### config.mk
export PLATFORM = sky130hd
export DESIGN_NAME = sbf_mac
export DESIGN_NICKNAME = d
export VERILOG_FILES = /design/src/design/sbf_pkg.sv /design/src/design/sbf_mac.sv
export SDC_FILE = /design/constraint.sdc
export NUM_CORES = 2
export LEC_CHECK = 0
export BUFFER_PORTS_ARGS = -buffer_cell sky130_fd_sc_hd__buf_2
export CAP_MARGIN = 10
export CORE_ASPECT_RATIO = 1.75
export CORE_MARGIN = 2
export CORE_UTILIZATION = 40
export CTS_CLUSTER_SIZE = 16
export DETAILED_ROUTE_END_ITERATION = 6
export PLACE_DENSITY = 0.66
export RECOVER_POWER = 100
export SETUP_SLACK_MARGIN = 0.2
export SLEW_MARGIN = 20
export SYNTH_ARGS = -nofsm -noshare
export SYNTH_HDL_FRONTEND = slang
export SYNTH_SLANG_ARGS = --single-unit
### constraint.sdc
create_clock -name clock -period 11.9 [get_ports clock]
set_input_delay 0.595 -clock clock [delete_from_list [all_inputs] [get_ports clock]]
set_output_delay 0.595 -clock clock [all_outputs]
set_load 0.05 [all_outputs]
### src/design/sbf_pkg.sv
// Shared types and constants for the stereo biquad filterbank.
// Used by sbf_mac and stereo_biquad_filterbank_top; depends on nothing else.
package sbf_pkg;

   // Sizing of the filterbank.
   localparam int BANDS       = 8;
   localparam int SAMPLE_BITS = 24;
   localparam int COEF_BITS   = 32;
   localparam int HIST_BITS   = 32;
   localparam int COEF_FRAC   = COEF_BITS - 4;
   localparam int GAIN_FRAC   = COEF_BITS - 5;

   // Biquads are numbered band*2 + stage; five coefficients and four history words each.
   localparam int NQ        = 2 * BANDS;
   localparam int QW        = $clog2(NQ);
   localparam int NCOEF     = NQ * 5;
   localparam int CADDR_W   = $clog2(NCOEF);
   localparam int HADDR_W   = QW + 3;
   localparam int BW        = (BANDS > 1) ? $clog2(BANDS) : 1;

   // Datapath widths.
   localparam int PROD_W  = COEF_BITS + HIST_BITS;
   localparam int ACC_W   = PROD_W + 3;
   localparam int GTERM_W = PROD_W + 1 - GAIN_FRAC;
   localparam int SUM_W   = GTERM_W + $clog2(BANDS) + 1;

   // Action codes.
   localparam logic [1:0] ACT_PROCESS = 2'd0;
   localparam logic [1:0] ACT_COEF    = 2'd1;
   localparam logic [1:0] ACT_GAIN    = 2'd2;

   // Coefficient indexes within a biquad.
   localparam logic [2:0] K_B0   = 3'd0;
   localparam logic [2:0] K_B1   = 3'd1;
   localparam logic [2:0] K_A1   = 3'd3;
   localparam logic [2:0] K_LAST = 3'd4;

   typedef struct packed {
      logic [1:0]                    action;
      logic signed [SAMPLE_BITS-1:0] sample_left;
      logic signed [SAMPLE_BITS-1:0] sample_right;
      logic [2:0]                    band;
      logic                          filter_select;
      logic [2:0]                    coef_index;
      logic signed [31:0]            coef_value;
   } req_type;

   typedef struct packed {
      logic signed [SAMPLE_BITS-1:0] out_left;
      logic signed [SAMPLE_BITS-1:0] out_right;
      logic                          clipped;
   } rsp_type;

   // Controls for the shared multiply-accumulate unit.
   typedef struct packed {
      logic clear;
      logic accum;
      logic sub;
   } mac_ctrl_type;

endpackage

### src/design/sbf_mac.sv
// Shared multiply-accumulate unit: registered product, accumulator, rounding.
// Depends on sbf_pkg.
module sbf_mac import sbf_pkg::*; (
   input  logic                        clock,
   input  logic                        reset,
   input  mac_ctrl_type                ctrl,
   input  logic signed [COEF_BITS-1:0] op_a,
   input  logic signed [HIST_BITS-1:0] op_b,
   output logic signed [HIST_BITS-1:0] y_sat,
   output logic signed [GTERM_W-1:0]   gain_term
);

   localparam logic signed [ACC_W-1:0]  HALF_C = ACC_W'(1) << (COEF_FRAC - 1);
   localparam logic signed [PROD_W:0]   HALF_G = (PROD_W + 1)'(1) << (GAIN_FRAC - 1);
   localparam logic signed [ACC_W-1:0]  Y_MAX  = ACC_W'((64'd1 << (HIST_BITS - 1)) - 64'd1);
   localparam logic signed [ACC_W-1:0]  Y_MIN  = -Y_MAX - ACC_W'(1);

   logic signed [PROD_W-1:0] prod_ff;
   logic signed [ACC_W-1:0]  acc_ff;
   logic                     v_ff;
   logic                     sub_ff;
   logic signed [ACC_W-1:0]  prod_ext;
   logic signed [ACC_W-1:0]  rnd;
   logic signed [ACC_W-1:0]  shifted;
   logic signed [PROD_W:0]   grnd;

   // The product is registered every cycle; the accumulate flag follows it.
   always_ff @(posedge clock) begin
      prod_ff <= op_a * op_b;
      if (reset) begin
         v_ff   <= 1'b0;
         sub_ff <= 1'b0;
      end else begin
         v_ff   <= ctrl.accum;
         sub_ff <= ctrl.sub;
      end
   end

   // The five biquad products are summed exactly.
   assign prod_ext = ACC_W'(prod_ff);
   always_ff @(posedge clock) begin
      if (ctrl.clear) begin
         acc_ff <= '0;
      end else if (v_ff) begin
         acc_ff <= sub_ff ? acc_ff - prod_ext : acc_ff + prod_ext;
      end
   end

   // Round half up, then saturate to the history word.
   always_comb begin
      rnd     = acc_ff + HALF_C;
      shifted = rnd >>> COEF_FRAC;
      if (shifted > Y_MAX) begin
         y_sat = Y_MAX[HIST_BITS-1:0];
      end else if (shifted < Y_MIN) begin
         y_sat = Y_MIN[HIST_BITS-1:0];
      end else begin
         y_sat = shifted[HIST_BITS-1:0];
      end
   end

   // Gain product rounded the same way, taken straight from the product register.
   always_comb begin
      grnd      = (PROD_W + 1)'(prod_ff) + HALF_G;
      gain_term = GTERM_W'(grnd >>> GAIN_FRAC);
   end

endmodule

### Yosys cells after proc, flatten, opt, wreduce, memory -nomap -nowiden

Cells that the tools add are included.

* $mul: 1
* mux-type cells: 3
* $lt $le $gt $ge: 2
* add/subtract/negate cells: 4

Operators by type and width (count)
* adder 67 x 29 -> 67 bit, second input constant: 1
* adder 67 x 64 -> 67 bit: 1
* 2-to-1 mux 67 bit: 1
* subtractor 67 x 64 -> 67 bit: 1
* adder 64 x 28 -> 65 bit, second input constant: 1
* multiplier 32 x 32 -> 64 bit: 1
* 2-to-1 mux 32 bit: 2
* greater-than comparator 39 x 32 -> 1 bit, second input constant: 1
* < comparator 39 x 32 -> 1 bit, second input constant: 1

* output and inout port bits: 70
* bits in registers: 133
* logic and storage cells: 14
* bits of input ports: 69

### Longest topological paths before layout

* depth after elaboration: 4
* depth in mapped cells: 30
* gate-level depth less buffers: 29

### Worst setup path before layout

No wires, ideal clock.

* kind: input to register
* start point: input op_a[31]
* end point: register prod_ff[59]
* required time: 11778 ps
* setup slack: 4074 ps
* data arrival time: 7704 ps
* buffers on the path: 1
* library setup time: 122 ps
* stages on the path: 25
* cells stage by stage: clkbuf_1 > nand2_1 > inv_1 > fa_1 > inv_1 > fa_1 > inv_1 > fa_1 > fa_1 > inv_1 > fa_1 > inv_1 > fa_1 > inv_1 > fa_1 > inv_1 > fa_1 > ha_1 > and3_1 > a221o_1 > a21oi_1 > o21ai_1 > nor3b_1 > or2_2 > xor2_1

* cells in the longest elaborated chain, start to end: 1

RTL lines
* start, declared: RTL line sbf_mac.sv:7 `input logic signed [COEF_BITS-1:0] op_a,`
* multiplier 32 x 32 -> 64 bit: RTL line sbf_mac.sv:29 `prod_ff <= op_a * op_b;`
* end signal, assigned: RTL line sbf_mac.sv:29
* end, declared: RTL line sbf_mac.sv:18 `logic signed [PROD_W-1:0] prod_ff;`

No other way between the ends.
A chain may end at the register's enable or synchronous reset.

### Worst setup path after layout

* start point: input op_a[0]
* end point: register prod_ff[62]

Same word-level chain as after synthesis.

==> results.md <==
Status:
- The flow ran to the end, but the final reports show violations.
- The checks that failed: max-capacitance violations, max-slew violations.

CTS:
- The number of buffers inserted during clock tree synthesis is 17.
- The number of buffers inserted for hold repair after clock tree synthesis is 0.
- The maximum clock insertion buffer count is 2.
- Gates resized during post-CTS repair numbered 0.
- The number of H-tree levels is 4.
- The root cell of the clock tree is clkbuf_16.
- CTS saw 133 sinks.
- TritonCTS built the clock tree.
- The post-CTS setup buffer count is 0.
- For the worst-skew pair, the clock arrives at the later sink with an insertion delay of 0.45 ns.
- Clock-pin slew was measured on the worst setup and hold paths at 0.07 ns.

Global routing:
- The via count of the first global-routing pass came to 39900.
- The pin count of the biggest net entering global routing is 67.
- The global routing's busiest layer is met2.
- The first global-routing pass estimated 223000 um of wire.
- The global routing met2 resource utilization is 46.0%.
- The total global-route track usage is 25.0%.
- The met3 usage is 3.27%.
- The initial antenna violation count came to 8.
- After global routing the overflow that remains totals 0.
- For this run, global-route usage on met1 was measured as 23.5%.

Floorplanning:
- The number of cell rows is 165.
- The area of the placeable core is 115000 um2.
- 139 I/O pins were placed.
- The die outline width is 262 um.
- The initial core utilization is 40.3%.
- The die footprint is 119000 um2.
- The floorplan die height is 455 um.

Place:
- The global placement routability congestion is 0.955.
- Detailed placement ended at an HPWL of 114000 um.
- The count of buffers from port buffering is 138.

STA:
- The count of endpoints failing setup in the final report is 0.
- The post-route fraction of the period consumed by the critical path is 78.4%.
- The maximum operating frequency is 107 MHz.
- The number of endpoints with negative hold slack in the final report is 0.
- Setup repair after global routing left no endpoint under its margin.
- Adding up every negative setup slack in the final design gives 0 ns.
- The worst pin sits at a relative slew slack of -113%.
- At the pin with the least slew margin, the transition time is 3.19 ns.
- The max-slew violation count is 85.
- The final worst clock skew is 0.0148 ns.
- The time the worst path needs with I/O delays and setup is 9.32 ns.

Drt:
- In the routed layout, each cell is associated on average with a via count of 5.34.
- The wire length after detailed routing is 143000 um.
- The count of nets left with antenna violations after detail routing is 0.
- Summing over every cut layer, the via total after detailed routing is 35200.
- Dividing the detail-routed wire length by the instance count gives 21.7 um.
- The pre-antenna-repair detailed-routing pass consisted of 5 iterations.
- The detailed-route DRC error count is 0.
- In this run, the number of DRC markers left after iteration 0 of detailed routing was 1995.

Min path:
- The min-delay analysis places its worst path in the category in2reg.

Worst setup path:
- Data on the critical path is required at its endpoint by 12.28 ns.
- Along the worst path, the maximum fanout reaches 32.
- STA classifies the critical path endpoint as a register.
- The path type of the worst setup path is in2reg.
- The signal on the critical path passes through clkbuf_1, nand2b_1, fa_1, fa_1, inv_1, fa_1, fa_1, fa_1, fa_1, fa_1, fa_1, ha_1, nand4_1, or3_1, nor3_1, o21ai_0, nand3_1, a31oi_1, o211ai_1, a21oi_1, nand2b_1, o21ai_0, xnor2_1.
- STA classifies the critical path startpoint as an input pin.
- The cell repeated most along the worst path is fa_1.
- The data arrival time at the worst-slack endpoint is 9.71 ns.
- Among all stages on the critical path, the largest delay is contributed by clkbuf_1.
- The largest incremental delay on the critical path is 1.43 ns.

Yosys:
- In this run the cell area of the synthesized design comes to 46500 um2.
- The netlist uses 84 different library cells.
- When the netlist entered floorplanning its net count stood at 6613.
- The count of yosys warnings during synthesis is 0.
- Synthesis inferred 133 register bits.
- Of all flip-flops after synthesis, the portion carrying an async set or reset was 0%.
- Sequential elements use 5.73% of the synthesized area.
- For this run, the leading register cell type out of synthesis is dfxtp_1.
- Counting every instance in the synthesized netlist gives 5207.
- The count of flip-flops with a built-in enable after synthesis is 0.
- The per-instance average area after synthesis is 8.92 um2.

Final layout:
- The fraction of layout cells with a size suffix above 1 is 2.77%.
- In the layout the commonest cells are 1083 x fa_1, 1005 x inv_1, 618 x nand2_1.
- The most common library cell in the layout ignoring fill and taps is fa_1.
- The number of nets in the final layout is 6477.
- Relative to the synthesized area, the layout overhead comes to 3.98%.

Job:
- The number of max-capacitance violations reported is 3.
==> layer usage <==
| metal | routed length (um) | part of all wire (%) |
|---|---|---|
| met4 | 16800 | 12 |
| met5 | 23 | 0.016 |
| met1 | 44600 | 31 |
| met3 | 6790 | 4.7 |
| met2 | 74800 | 52 |
==> cell type report <==
class | instances | area [um2]
Multi-Input combinational cell | 3758 | 38700
Clock inverter | 14 | 159
Sequential cell | 133 | 2670
Timing Repair Buffer | 156 | 733
Fill cell | 11400 | 67100
Clock buffer | 18 | 439
Antenna cell | 7 | 17.5
Tap cell | 1503 | 1880
Inverter | 1005 | 3770
==> logic make-up (layout without fill, tap and decap cells) <==
family	after synthesis	count (layout)	share of synthesized area, %
muxes	30	30	0.646
buffers and inverters	1316	1193	10.9
adders and majority gates	1337	1337	53.5
and+or+nand+nor	1607	1607	17.1
DFF	133	133	5.73
AOI/OAI and AO/OA	521	521	7.14
other	0	7	0
xor gates and xnor gates	263	263	4.96
==> synthesized netlist by cell type (all sizes together) (8+ instances only) <==
library cell | instances | share of area, %
nor2b | 19 | 0.26
nand3 | 57 | 0.61
a211oi | 14 | 0.24
or3 | 11 | 0.15
xnor2 | 189 | 3.6
xor2 | 74 | 1.4
o21a | 16 | 0.26
nand4 | 33 | 0.44
o21ai | 125 | 1.4
nor3 | 38 | 0.42
mux2i | 30 | 0.65
inv | 1005 | 8.1
a21oi | 184 | 2.0
clkbuf | 262 | 2.1
a21o | 67 | 1.1
nor2 | 204 | 1.6
nand2b | 31 | 0.42
ha | 254 | 6.8
o21bai | 20 | 0.32
o211ai | 10 | 0.16
buf | 49 | 0.71
nor4 | 8 | 0.12
nand2 | 619 | 5.0
and3 | 39 | 0.53
fa | 1083 | 47
and2 | 527 | 7.1
dfxtp | 133 | 5.7
a31oi | 17 | 0.23
==> state kept, by name, indices dropped and copies added (netlist names) <==
name     count
acc_ff      67
prod_ff     64
sub_ff       1
v_ff         1
==> worst paths after layout <==
path | startpoint | endpoint | slack [ns] | depth (start not counted)
setup / recovery | op_a[0] | prod_ff[62]$_DFF_P_ | 2.58 | 23
hold / removal | reset | v_ff$_SDFF_PP0_ | 0.31 | 2
setup reg to reg | prod_ff[18]$_DFF_P_ | acc_ff[63]$_SDFFE_PP0P_ | 5.02 | 17
hold reg to reg | acc_ff[0]$_SDFFE_PP0P_ | acc_ff[0]$_SDFFE_PP0P_ | 0.48 | 2
==> metrics by stage <==
step | utilization, % | setup slack (ns) | cell area [um2] | hold WS (ns) | cells
3_5_place_dp | 41.5 | 2.99 | 47900 | 0.476 | 6555
4_1_cts | 42.0 | 3.46 | 48500 | 0.290 | 6587
6_report | 41.9 | 2.58 | 48300 | 0.306 | 6594
5_1_grt | 41.9 | 1.87 | 48300 | 0.317 | 6587
2_1_floorplan | - | 4.07 | 46500 | 0.456 | 5207
3_3_place_gp | 41.5 | 3.03 | 47900 | 0.463 | 6555
==> critical path: cells and delay by family <==
kind,cells,cell delay [ns]
xor+xnor,1,0.14
simple gates,6,1.78
compound gates,5,1.14
fa+ha+maj,9,4.52
buf+inv,2,1.48
Power is not shown: default switching activity piles up to over one toggle a cycle in this logic, so the estimate is an artifact.
